[src/rtl/ranicp_pkg.sv]
`default_nettype none
// ----------------------------------------------------------------------------
// ranicp_pkg
// Shared constants for the animated-cursor RIFF chunk parser: well-known
// chunk ids, the byte classification codes and the register map.
// ----------------------------------------------------------------------------
package ranicp_pkg;

  localparam int unsigned TagW   = 32;
  localparam int unsigned CntW   = 34;
  localparam int unsigned RemW   = 33;
  localparam int unsigned KindW  = 3;
  localparam int unsigned PhaseW = 4;
  localparam int unsigned ApbDw  = 32;
  localparam int unsigned ApbAw  = 3;

  // little-endian four-character codes
  localparam logic [TagW-1:0] TagRiff = 32'h4646_4952;
  localparam logic [TagW-1:0] TagAcon = 32'h4E4F_4341;
  localparam logic [TagW-1:0] TagList = 32'h5453_494C;
  localparam logic [TagW-1:0] TagIcon = 32'h6E6F_6369;

  // header bytes not covered by the riff length field
  localparam logic [CntW-1:0] HdrExtra = 34'd8;
  localparam logic [CntW-1:0] CntMax   = {CntW{1'b1}};

  // register index of target_id (address bit 2 selects the word)
  localparam logic RegTargetId = 1'b0;

  // byte classification
  localparam logic [KindW-1:0] KindHeader   = 3'd0;
  localparam logic [KindW-1:0] KindChunkId  = 3'd1;
  localparam logic [KindW-1:0] KindListSkip = 3'd2;
  localparam logic [KindW-1:0] KindSize     = 3'd3;
  localparam logic [KindW-1:0] KindPayload  = 3'd4;
  localparam logic [KindW-1:0] KindPastEnd  = 3'd5;
  localparam logic [KindW-1:0] KindRejected = 3'd6;

endpackage
`default_nettype wire

[src/rtl/ranicp_regs.sv]
`default_nettype none
// ----------------------------------------------------------------------------
// ranicp_regs
// APB register file holding the target chunk id; writes land on the access
// cycle, reads return the register, pready is tied high.
// ----------------------------------------------------------------------------
module ranicp_regs (
  input  wire                            clk_i,
  input  wire                            rst_ni,
  input  wire                            psel,
  input  wire                            penable,
  input  wire                            pwrite,
  input  wire  [ranicp_pkg::ApbAw-1:0]   paddr,
  input  wire  [ranicp_pkg::ApbDw-1:0]   pwdata,
  output logic [ranicp_pkg::ApbDw-1:0]   prdata,
  output logic                           pready,
  output logic [ranicp_pkg::TagW-1:0]    target_id_o
);

  logic [ranicp_pkg::TagW-1:0] target_id_q;
  logic                        sel_target;

  assign pready     = 1'b1;
  assign sel_target = (paddr[2] == ranicp_pkg::RegTargetId);

  always_ff @(posedge clk_i or negedge rst_ni) begin
    if (!rst_ni) begin
      target_id_q <= ranicp_pkg::TagIcon;
    end else if (psel && penable && pwrite && pready && sel_target) begin
      target_id_q <= pwdata[ranicp_pkg::TagW-1:0];
    end
  end

  always_comb begin
    prdata = '0;
    if (sel_target) begin
      prdata = target_id_q;
    end
  end

  assign target_id_o = target_id_q;

endmodule
`default_nettype wire

[src/rtl/riff_ani_chunk_parser_core.sv]
`default_nettype none
// ----------------------------------------------------------------------------
// riff_ani_chunk_parser_core
// Byte-wide RIFF/ACON chunk parser: classifies each byte, tags payload with
// its chunk id and flags the first chunk matching the target id.
// ----------------------------------------------------------------------------
// result: registered, valid on the master side in the cycle after the input transfer
// throughput: one byte per cycle; the single parse-state update per byte and
//   one output register set the figure, stalls only when the output is held
// reset: async active low; parser returns to expecting 'RIFF', counters and
//   ids clear, target id returns to 'icon', output register empties
// ----------------------------------------------------------------------------
module riff_ani_chunk_parser_core (
  input  wire                            clk_i,
  input  wire                            rst_ni,
  // slave side
  input  wire                            s_axis_tvalid_i,
  output logic                           s_axis_tready_o,
  input  wire  [7:0]                     s_axis_tdata_i,   // [7:0] data_byte
  input  wire                            s_axis_tuser_i,   // [0] start_of_file
  // master side
  output logic                           m_axis_tvalid_o,
  input  wire                            m_axis_tready_i,
  output logic [39:0]                    m_axis_tdata_o,   // [31:0] chunk_tag, [39:32] payload_byte
  output logic [3:0]                     m_axis_tuser_o,   // [2:0] byte_kind, [3] target_hit
  output logic                           m_axis_tlast_o,   // chunk_last
  // configuration
  input  wire                            psel,
  input  wire                            penable,
  input  wire                            pwrite,
  input  wire  [ranicp_pkg::ApbAw-1:0]   paddr,
  input  wire  [ranicp_pkg::ApbDw-1:0]   pwdata,
  output logic [ranicp_pkg::ApbDw-1:0]   prdata,
  output logic                           pready
);

  localparam int unsigned PW = ranicp_pkg::PhaseW;
  localparam logic [PW-1:0] PhRiff      = 4'd0;
  localparam logic [PW-1:0] PhLen       = 4'd1;
  localparam logic [PW-1:0] PhAcon      = 4'd2;
  localparam logic [PW-1:0] PhId        = 4'd3;
  localparam logic [PW-1:0] PhIdAfter   = 4'd4;
  localparam logic [PW-1:0] PhSkip      = 4'd5;
  localparam logic [PW-1:0] PhSize      = 4'd6;
  localparam logic [PW-1:0] PhPayload   = 4'd7;
  localparam logic [PW-1:0] PhPast      = 4'd8;
  localparam logic [PW-1:0] PhReject    = 4'd9;

  logic [ranicp_pkg::TagW-1:0] target_id;

  ranicp_regs u_regs (
    .clk_i       (clk_i),
    .rst_ni      (rst_ni),
    .psel        (psel),
    .penable     (penable),
    .pwrite      (pwrite),
    .paddr       (paddr),
    .pwdata      (pwdata),
    .prdata      (prdata),
    .pready      (pready),
    .target_id_o (target_id)
  );

  // parse state
  logic [PW-1:0]                 phase_q, phase_d;
  logic [1:0]                    biw_q, biw_d;
  logic                          skip_q, skip_d;
  logic [31:0]                   asm_q, asm_d;
  logic [31:0]                   len_q, len_d;
  logic [ranicp_pkg::CntW-1:0]   cnt_q, cnt_d;
  logic [31:0]                   tag_q, tag_d;
  logic [ranicp_pkg::RemW-1:0]   rem_q, rem_d;
  logic                          seen_q, seen_d;

  // result register
  logic                          out_valid_q;
  logic [ranicp_pkg::KindW-1:0]  kind_q, kind_d;
  logic [31:0]                   otag_q, otag_d;
  logic [7:0]                    pay_q, pay_d;
  logic                          last_q, last_d;
  logic                          hit_q, hit_d;

  logic                          in_xfer;
  logic                          sof;
  logic [7:0]                    b;
  logic [PW-1:0]                 ph;
  logic [1:0]                    biw;
  logic [31:0]                   asm_w;
  logic [31:0]                   len;
  logic [ranicp_pkg::CntW-1:0]   cnt;
  logic [31:0]                   tag;
  logic [ranicp_pkg::RemW-1:0]   rem;
  logic                          seen;
  logic [ranicp_pkg::CntW-1:0]   end_mark;
  logic [31:0]                   asm_n;
  logic                          done;
  logic                          hit_raw;
  logic [ranicp_pkg::RemW-1:0]   padded;

  assign s_axis_tready_o = !out_valid_q || m_axis_tready_i;
  assign in_xfer         = s_axis_tvalid_i && s_axis_tready_o;
  assign sof             = s_axis_tuser_i;
  assign b               = s_axis_tdata_i;

  always_comb begin
    // start of file clears the parse state in front of this byte
    ph    = sof ? PhRiff : phase_q;
    biw   = sof ? 2'd0 : biw_q;
    skip_d = sof ? 1'b0 : skip_q;
    asm_w = sof ? '0 : asm_q;
    len   = sof ? '0 : len_q;
    cnt   = sof ? '0 : cnt_q;
    tag   = sof ? '0 : tag_q;
    rem   = sof ? '0 : rem_q;
    seen  = sof ? 1'b0 : seen_q;

    end_mark = {2'b00, len} + ranicp_pkg::HdrExtra;
    if (ph == PhId && biw == 2'd0 && cnt >= end_mark) begin
      ph = PhPast;
    end

    phase_d = ph;
    biw_d   = biw;
    asm_d   = asm_w;
    len_d   = len;
    cnt_d   = cnt;
    tag_d   = tag;
    rem_d   = rem;
    seen_d  = seen;

    asm_n   = {b, asm_w[31:8]};
    done    = (biw == 2'd3);
    hit_raw = !seen && (tag == target_id);
    padded  = {1'b0, asm_n} + {{(ranicp_pkg::RemW-1){1'b0}}, asm_n[0]};

    kind_d = ranicp_pkg::KindRejected;
    otag_d = '0;
    pay_d  = '0;
    last_d = 1'b0;
    hit_d  = 1'b0;

    if (ph == PhPast) begin
      kind_d = ranicp_pkg::KindPastEnd;
    end else if (ph <= PhPayload) begin
      if (cnt != ranicp_pkg::CntMax) begin
        cnt_d = cnt + 1'b1;
      end
      if (ph != PhPayload) begin
        asm_d = asm_n;
        biw_d = biw + 2'd1;
      end
      unique case (ph)
        PhRiff: begin
          kind_d = ranicp_pkg::KindHeader;
          if (done) begin
            phase_d = (asm_n == ranicp_pkg::TagRiff) ? PhLen : PhReject;
          end
        end
        PhLen: begin
          kind_d = ranicp_pkg::KindHeader;
          if (done) begin
            len_d   = asm_n;
            phase_d = PhAcon;
          end
        end
        PhAcon: begin
          kind_d = ranicp_pkg::KindHeader;
          if (done) begin
            phase_d = (asm_n == ranicp_pkg::TagAcon) ? PhId : PhReject;
          end
        end
        PhId, PhIdAfter: begin
          kind_d = ranicp_pkg::KindChunkId;
          if (done) begin
            if (asm_n == ranicp_pkg::TagList) begin
              phase_d = PhSkip;
              skip_d  = 1'b0;
            end else begin
              tag_d   = asm_n;
              phase_d = PhSize;
            end
          end
        end
        PhSkip: begin
          kind_d = ranicp_pkg::KindListSkip;
          if (done) begin
            if (skip_d) begin
              skip_d  = 1'b0;
              phase_d = PhIdAfter;
            end else begin
              skip_d = 1'b1;
            end
          end
        end
        PhSize: begin
          kind_d = ranicp_pkg::KindSize;
          otag_d = tag;
          hit_d  = hit_raw;
          if (done) begin
            if (padded == '0) begin
              last_d  = 1'b1;
              seen_d  = seen || hit_raw;
              phase_d = PhId;
            end else begin
              rem_d   = padded;
              phase_d = PhPayload;
            end
          end
        end
        default: begin
          // payload byte, pad included
          kind_d = ranicp_pkg::KindPayload;
          otag_d = tag;
          pay_d  = b;
          hit_d  = hit_raw;
          if (rem <= {{(ranicp_pkg::RemW-1){1'b0}}, 1'b1}) begin
            rem_d   = '0;
            last_d  = 1'b1;
            seen_d  = seen || hit_raw;
            phase_d = PhId;
          end else begin
            rem_d = rem - 1'b1;
          end
        end
      endcase
    end
  end

  always_ff @(posedge clk_i or negedge rst_ni) begin
    if (!rst_ni) begin
      phase_q <= PhRiff;
      biw_q   <= '0;
      skip_q  <= 1'b0;
      asm_q   <= '0;
      len_q   <= '0;
      cnt_q   <= '0;
      tag_q   <= '0;
      rem_q   <= '0;
      seen_q  <= 1'b0;
    end else if (in_xfer) begin
      phase_q <= phase_d;
      biw_q   <= biw_d;
      skip_q  <= skip_d;
      asm_q   <= asm_d;
      len_q   <= len_d;
      cnt_q   <= cnt_d;
      tag_q   <= tag_d;
      rem_q   <= rem_d;
      seen_q  <= seen_d;
    end
  end

  always_ff @(posedge clk_i or negedge rst_ni) begin
    if (!rst_ni) begin
      out_valid_q <= 1'b0;
    end else if (in_xfer) begin
      out_valid_q <= 1'b1;
    end else if (m_axis_tready_i) begin
      out_valid_q <= 1'b0;
    end
  end

  always_ff @(posedge clk_i) begin
    if (in_xfer) begin
      kind_q <= kind_d;
      otag_q <= otag_d;
      pay_q  <= pay_d;
      last_q <= last_d;
      hit_q  <= hit_d;
    end
  end

  assign m_axis_tvalid_o = out_valid_q;
  assign m_axis_tdata_o  = {pay_q, otag_q};
  assign m_axis_tuser_o  = {hit_q, kind_q};
  assign m_axis_tlast_o  = last_q;

endmodule
`default_nettype wire

[config.mk]
export PLATFORM = sky130hd
export DESIGN_NAME = riff_ani_chunk_parser_core
export DESIGN_NICKNAME = d
export VERILOG_FILES = /design/src/rtl/ranicp_pkg.sv /design/src/rtl/ranicp_regs.sv /design/src/rtl/riff_ani_chunk_parser_core.sv
export SDC_FILE = /design/constraint.sdc
export NUM_CORES = 1
export LEC_CHECK = 0
export BUFFER_PORTS_ARGS = -buffer_cell sky130_fd_sc_hd__buf_2
export CAP_MARGIN = 20
export CORE_MARGIN = 4
export CORE_UTILIZATION = 49
export DETAILED_ROUTE_END_ITERATION = 10
export GPL_ROUTABILITY_DRIVEN = 0
export GPL_TIMING_DRIVEN = 1
export PLACE_DENSITY = 0.68
export SLEW_MARGIN = 0
export SYNTH_ARGS = -nofsm -noshare
export SYNTH_HDL_FRONTEND = slang
export SYNTH_SLANG_ARGS = --single-unit
[constraint.sdc]
create_clock -name clk_i -period 7.9 [get_ports clk_i]
set_clock_uncertainty 0.05 [all_clocks]
set_input_delay 1.185 -clock clk_i [delete_from_list [all_inputs] [get_ports clk_i]]
set_output_delay 1.185 -clock clk_i [all_outputs]
set_load 0.01 [all_outputs]
## After elaboration in Yosys (flattened, before gate mapping)

Cells that the tools add are included.

- Flip-flop bits (word level): 249
- Input port bits: 51
- Output and inout bits: 80
- Word-level logic and storage cells: 134

- Add/subtract/negate cells: 5
- $lt $le $gt $ge: 3
- Eq/ne operators: 15
- Muxes and demuxes: 71
- Bitwise gates (word level): 2
- Reduce and logical (&&, ||, !) cells: 21

Operators with widths:

| cell | number |
|---|---|
| $mux W32 | 16 |
| $mux W33 | 6 |
| $mux W34 | 4 |
| $eq A32 B31 Y1 const B | 3 |
| $pmux W33 S2 | 1 |
| $mux W4 | 14 |
| $add A34 B1 Y34 const B | 1 |
| $ge A34 B33 Y1 | 1 |
| $ne A34 B34 Y1 const B | 1 |
| $add A32 B1 Y33 | 1 |
| $add A32 B4 Y33 const B | 1 |
| $le A33 B1 Y1 const B | 1 |
| $logic_not A33 Y1 | 1 |
| $sub A33 B1 Y33 const B | 1 |
| $eq A32 B32 Y1 | 1 |
| $pmux W4 S6 | 1 |
| $mux W1 | 18 |
| $eq A4 B2 Y1 const B | 3 |
| $eq A4 B3 Y1 const B | 3 |
| $mux W2 | 6 |
| $pmux W3 S4 | 1 |
| $reduce_or A9 Y1 | 1 |
| $reduce_or A8 Y1 | 1 |
| $logic_and A1 B1 Y1 | 7 |
| 17 further kinds | 23 |

## Logic depth before layout (Yosys ltp)

- Word-level depth: 10
- Mapped depth: 28
- Depth with buffers taken out: 19

## Hierarchy

From an unflattened synthesis, not the netlist that was laid out.

- Cells, all modules: 1,727
- Area total of the unflattened synthesis: 15,650.0 µm²

By module, submodules not included:

| module | times used | cells an instance | area each (µm²) | sequential area each (µm²) |
|---|---|---|---|---|
| riff_ani_chunk_parser_core | 1 | 1,622 | 14,072.2 | 5,455.2 |
| ranicp_regs | 1 | 105 | 1,577.8 | 824.5 |

## Worst setup path after synthesis

Ideal clock, no wire load.

- Kind: in2reg
- From: input s_axis_tuser_i
- To: register cnt_q[20] (netlist bit)
- Setup time: 0.080 ns
- Arrival time: 6.303 ns
- Required time: 7.770 ns
- Slack: 1.467 ns
- Cell stages on the path: 26
- Buffers on the path: 7
- Cell sequence: clkbuf_1 > buf_2 > buf_2 > buf_2 > buf_1 > clkbuf_1 > clkbuf_1 > nor2b_1 > ha_1 > nand4_1 > nor4_1 > nand2_1 > nor2_1 > nand2_1 > xnor2_1 > nand2_1 > ha_1 > a21oi_1 > o21ai_0 > a2111oi_0 > o211a_1 > a21bo_2 > nand3_1 > or4_1 > nor4_1 > xnor2_1

- Cells in the longest elaborated chain, start to end: 8
- Elaborated cells on any way between the ends: 18
- Those cells by class: add/sub (2); order compare (2); eq/ne (3); mux (8); reduce/logical (3)

Ends and longest elaborated chain:

| element | line | text |
|---|---|---|
| start, declared | riff_ani_chunk_parser_core.sv:20 | `input wire s_axis_tuser_i,` |
| $mux W32, or another cell as far along | riff_ani_chunk_parser_core.sv:111 | `len = sof ? '0 : len_q;` |
| $add A32 B4 Y33, or another cell as far along | riff_ani_chunk_parser_core.sv:117 | `end_mark = {2'b00, len} + ranicp_pkg::HdrExtra;` |
| $ge A34 B33 Y1 / $logic_and A1 B1 Y1 (equally long branches) | riff_ani_chunk_parser_core.sv:118 | `if (ph == PhId && biw == 2'd0 && cnt >= end_mark) begin` |
| $logic_and A1 B1 Y1 | riff_ani_chunk_parser_core.sv:118 |  |
| $mux W4 | riff_ani_chunk_parser_core.sv:118 |  |
| $le A4 B3 Y1 | riff_ani_chunk_parser_core.sv:144 | `end else if (ph <= PhPayload) begin` |
| $mux W34 | riff_ani_chunk_parser_core.sv:144 |  |
| $mux W34 (*) | riff_ani_chunk_parser_core.sv:142 | `if (ph == PhPast) begin` |
| end signal, assigned | riff_ani_chunk_parser_core.sv:246 | `cnt_q <= cnt_d;` |
| end, declared | riff_ani_chunk_parser_core.sv:70 | `logic [ranicp_pkg::CntW-1:0] cnt_q, cnt_d;` |

Every way passes the cells marked *; elsewhere a longest branch is shown, timed or not.
A chain may end at the register's enable or synchronous reset.

## Worst setup path in the final report

- From: input s_axis_tuser_i
- To: register len_q[11]

- Cells in the longest elaborated chain, start to end: 9
- Elaborated cells on any way between the ends: 20
- Those cells by class: add/sub (1); order compare (2); eq/ne (4); mux (10); reduce/logical (3)

Ends and longest elaborated chain:

| element | line | text |
|---|---|---|
| parallel branches: the longest is 8 deep, another holds $ge A34 B33 Y1 | n/a |  |
| $mux W32 (*) | riff_ani_chunk_parser_core.sv:142 |  |
| end signal, assigned | riff_ani_chunk_parser_core.sv:245 | `len_q <= len_d;` |
| end, declared | riff_ani_chunk_parser_core.sv:69 | `logic [31:0] len_q, len_d;` |

Mark *: on every way between the ends.

==> results.yml <==
floorplanning:
  core_area_um2: 30700
  die_area_um2: 34100
  start_util: 0.498
  die_x_um: 185
  rows: 64
  dieHeight_um: 185
  io_pins: 131
finish:
  multi_input_logic_area_um2: 8420
  register_area_um2: 6280
  antenna_cells: 0
  areaGrowthSynthToFinish_pct: 11.7
  drive_above_1_share: 0.163
  total_of_fill_cells_in_the_finished_design: 2719
  final_net_count: 1835
clock_tree:
  htreeDepth: 1
  cts_hold_repair.buffers: 0
  cts_buffer_depth: 3
  cts.reportedPaths.clkPinSlew_ns: 0.06
  cts.sinks: 241
  numCtsBuffers: 27
  worstSkewPairLatency_ns: 0.55
  clock_tree.root_cell: "sky130_fd_sc_hd__clkbuf_16"
  tritoncts: "done"
  ctsResizeCount: 0
  post_cts_buffers: 0
synthesis:
  synth_top_area_share: 0.290
  yosysMostFrequentCell: "sky130_fd_sc_hd__nand2_1"
  synthesis.area_per_instance_um2: 9.10
  synth.lib_cells_used.distinct: 95
  synth.top_cells.by_area: "sky130_fd_sc_hd__dfrtp_1 29%, sky130_fd_sc_hd__edfxtp_1 8.8%, sky130_fd_sc_hd__nand2_1 5.6%, sky130_fd_sc_hd__xnor2_1 5.0%, sky130_fd_sc_hd__ha_1 3.5%"
  total_number_of_yosys_warnings: 0
  synth_edf_count: 45
  synth_fp_nets: 1772
  syn-instance-count: 1678
  ys_top_cells_by_count: "226 x sky130_fd_sc_hd__nand2_1, 177 x sky130_fd_sc_hd__dfrtp_1, 122 x sky130_fd_sc_hd__nor2_1"
  yosysTopAreaCell: "sky130_fd_sc_hd__dfrtp_1"
  syn_area_um2: 15300
  async_flop_share: 0.813
  ff_latch_count_synth: 241
  postSynth.topFlopCell: "sky130_fd_sc_hd__dfrtp_1"
  synth-seq-area-share: 0.411
worst_setup_path:
  ff2ff_path_depth: 19
  crit-reg2reg-capture: "len_q[11]"
  worstReg2RegStart: "len_q[3]"
  cp_arrival_ns: 6.72
  worst-setup-path-type: "input port to flop"
  max_stage_delay_ns: 0.59
  critPathBufInv: 3
  worst_path_max_delay_cell: "sky130_fd_sc_hd__nor2_1"
  reg2reg_setup_slack_ns: 2.06
  most_numerous_cell_on_the_critical_path: "sky130_fd_sc_hd__nand2_1"
  worstSetupStartpointType: "input port"
  worst_path_dominant_cell_family: "simple AND/OR/NAND/NOR gates"
  critical_path.max_fanout: 35
  cp_cell_sequence: "buf_4 > inv_2 > and3_1 > nand4_1 > nor4_1 > nand2_1 > nor2_1 > nand2_1 > xnor2_1 > nand2_1 > ha_1 > a21oi_1 > o21ai_0 > a2111oi_0 > o211a_1 > a21bo_2 > nand3_1 > buf_4 > nor2_1 > a22o_1"
  cp_endpoint_kind: "flop"
  required_ns: 8.33
pwr:
  power_density_cells_nw_per_um2: 199
  final_total_power_mw: 3.40
  ir_drop_mv: 0.164
  switchingPower_mw: 1.00
  power.static_leakage_nw: 6.97
  power.share.switching: 0.295
  combPwrFrac: 0.155
  internal_power_mw: 2.40
  power.share.clock: 0.392
  pwr-share-seq: 0.453
routing:
  route.vias.total: 13200
  drtIter0Drc: 1344
  route.final.wire_length_um: 43100
  remaining_drc_errors: 0
  final_ant_viol_nets: 0
  routed_via_density: 6.11
  routed_wire_length_per_instance_um: 20.0
  drt_first_pass_iters: 5
global_routing:
  globalRoute.totalOverflow: 0
  track_usage: 0.248
  grt_start_max_net_pins: 98
  antenna_violations_before_repair: 0
  grt_first_pass_wirelength_um: 68400
  grt_pass1_vias: 12500
hold_path:
  hold_depth: 1
  start_point_of_the_worst_hold_path: "seen_q"
  min_path_type: "flop to flop"
  hold_end: "seen_q"
job:
  maxCapViolations: 0
sta:
  rsz0062_at_grt: "no"
  final_period_minus_worst_setup_slack_ns: 6.29
  finalHoldViolCount: 0
  worst_tran_pin_value_ns: 1.02
  final-setup-viol-count: 0
  fin_crit_sh: 0.797
  timing.setup.tns_ns: 0
  drv_slew: 0
  clock.fmax_ghz: 0.159
  timing.slew.headroom: 0.322
  timing.final.ws_setup_ns: 1.61
placement:
  port-buffer-count: 127
  post-place-ws_ns: 1.04
  dp_hpwl_um: 29700
outcome:
  status: "completed"
==> registers in the layout (all words and copies together), names as in the netlist, 2 cells and up <==
signal	flops
kind_q	3
otag_q	32
biw_q	2
cnt_q	34
rem_q	33
tag_q	32
phase_q	4
asm_q	24
len_q	32
u_regs.target_id_o	32
pay_q	8
==> layout make-up <==
cell class                 count  share of cell area
multi-input combinational   1296               0.493
inverter                      27             0.00594
clock buffer                  35              0.0444
clock inverter                15              0.0113
tap                          396              0.0290
timing repair buffer         148              0.0479
sequential                   241               0.368
==> placed cells by master (no fill, tap or decap), drive strengths merged, types with 6 or more instances in the layout <==
cell type    n
and4         8
nor4        27
xnor2       88
o2bb2ai      7
nand4       35
or3         10
o22ai       12
o21ai       98
clkbuf      36
nor2       122
dfstp       19
nor2b       84
or4          6
o31ai        7
buf        147
and3        29
a22o        58
and2        37
o211ai       7
nor3        33
o32ai       17
nand3       64
clkinv       9
a21oi       45
and4b        7
inv         28
nor4bb      16
nand2b      11
edfxtp      45
xor2        33
nand2      226
mux2        42
ha          43
dfrtp      177
a31oi       28
a22oi       19
==> worst max-delay path by stage <==
stage                         from   endpoint  slack [ns]  cells past startpoint
floorplan           s_axis_tuser_i  cnt_q[20]        1.47                     26
global placement    s_axis_tuser_i   len_q[2]        1.22                     20
detailed placement  s_axis_tuser_i  len_q[11]        1.04                     20
CTS                 s_axis_tuser_i  len_q[11]        1.60                     20
global route        s_axis_tuser_i   len_q[7]        1.04                     20
finish              s_axis_tuser_i  len_q[11]        1.61                     20
==> power by group through the flow <==
stage	Clock, mW	Combinational, mW	Sequential (mW)
floorplan	0	0.405	1.45
global placement	0	0.516	1.55
detailed placement	0	0.525	1.56
finish	1.33	0.529	1.54
global route	1.41	0.582	1.55
CTS	1.36	0.528	1.53
==> worst reg2reg max path: stages, from the launching register on <==
cell and delay (ns):
sky130_fd_sc_hd__dfrtp_1 0.43, sky130_fd_sc_hd__nor2b_1 0.23, sky130_fd_sc_hd__ha_1 0.27, sky130_fd_sc_hd__nand4_1 0.21, sky130_fd_sc_hd__nor4_1 0.54, sky130_fd_sc_hd__nand2_1 0.20
sky130_fd_sc_hd__nor2_1 0.21, sky130_fd_sc_hd__nand2_1 0.10, sky130_fd_sc_hd__xnor2_1 0.14, sky130_fd_sc_hd__nand2_1 0.09, sky130_fd_sc_hd__ha_1 0.30, sky130_fd_sc_hd__a21oi_1 0.12
sky130_fd_sc_hd__o21ai_0 0.08, sky130_fd_sc_hd__a2111oi_0 0.58, sky130_fd_sc_hd__o211a_1 0.29, sky130_fd_sc_hd__a21bo_2 0.23, sky130_fd_sc_hd__nand3_1 0.42, sky130_fd_sc_hd__buf_4 0.40
sky130_fd_sc_hd__nor2_1 0.59, sky130_fd_sc_hd__a22o_1 0.27
==> stage by stage <==
stage / area (um2) / hold WS, ns / utilization / instances
global placement: 16100 / 0.440 / 0.525 / 2107
finish: 17100 / 0.461 / 0.556 / 2158
detailed placement: 16100 / 0.446 / 0.525 / 2107
CTS: 17100 / 0.464 / 0.556 / 2157
floorplan: 15300 / 0.415 / - / 1678
global route: 17100 / 0.476 / 0.556 / 2158
==> kinds of logic (layout without fill, tap and decap cells) <==
| group | after synthesis | after routing | synth area share |
|---|---|---|---|
| DFF | 241 | 241 | 0.411 |
| xor gates and xnor gates | 121 | 121 | 0.0694 |
| other | 1 | 1 | 0.000245 |
| AOI/OAI and AO/OA | 347 | 347 | 0.157 |
| muxes | 46 | 46 | 0.0336 |
| buffers and inverters | 141 | 225 | 0.0387 |
| and+or+nand+nor | 738 | 738 | 0.255 |
| adders and majority gates | 43 | 43 | 0.0352 |
==> routing by layer <==
metal	wire length, um	track usage	share of wire	vias up
met4	1350	0.0766	0.031	0
li1	-	-	-	6188
met1	18600	0.344	0.43	6318
met2	19700	0.407	0.46	589
met3	3540	0.0316	0.082	86
met5	0	0	0	-
(Power assumes the default switching activity.)
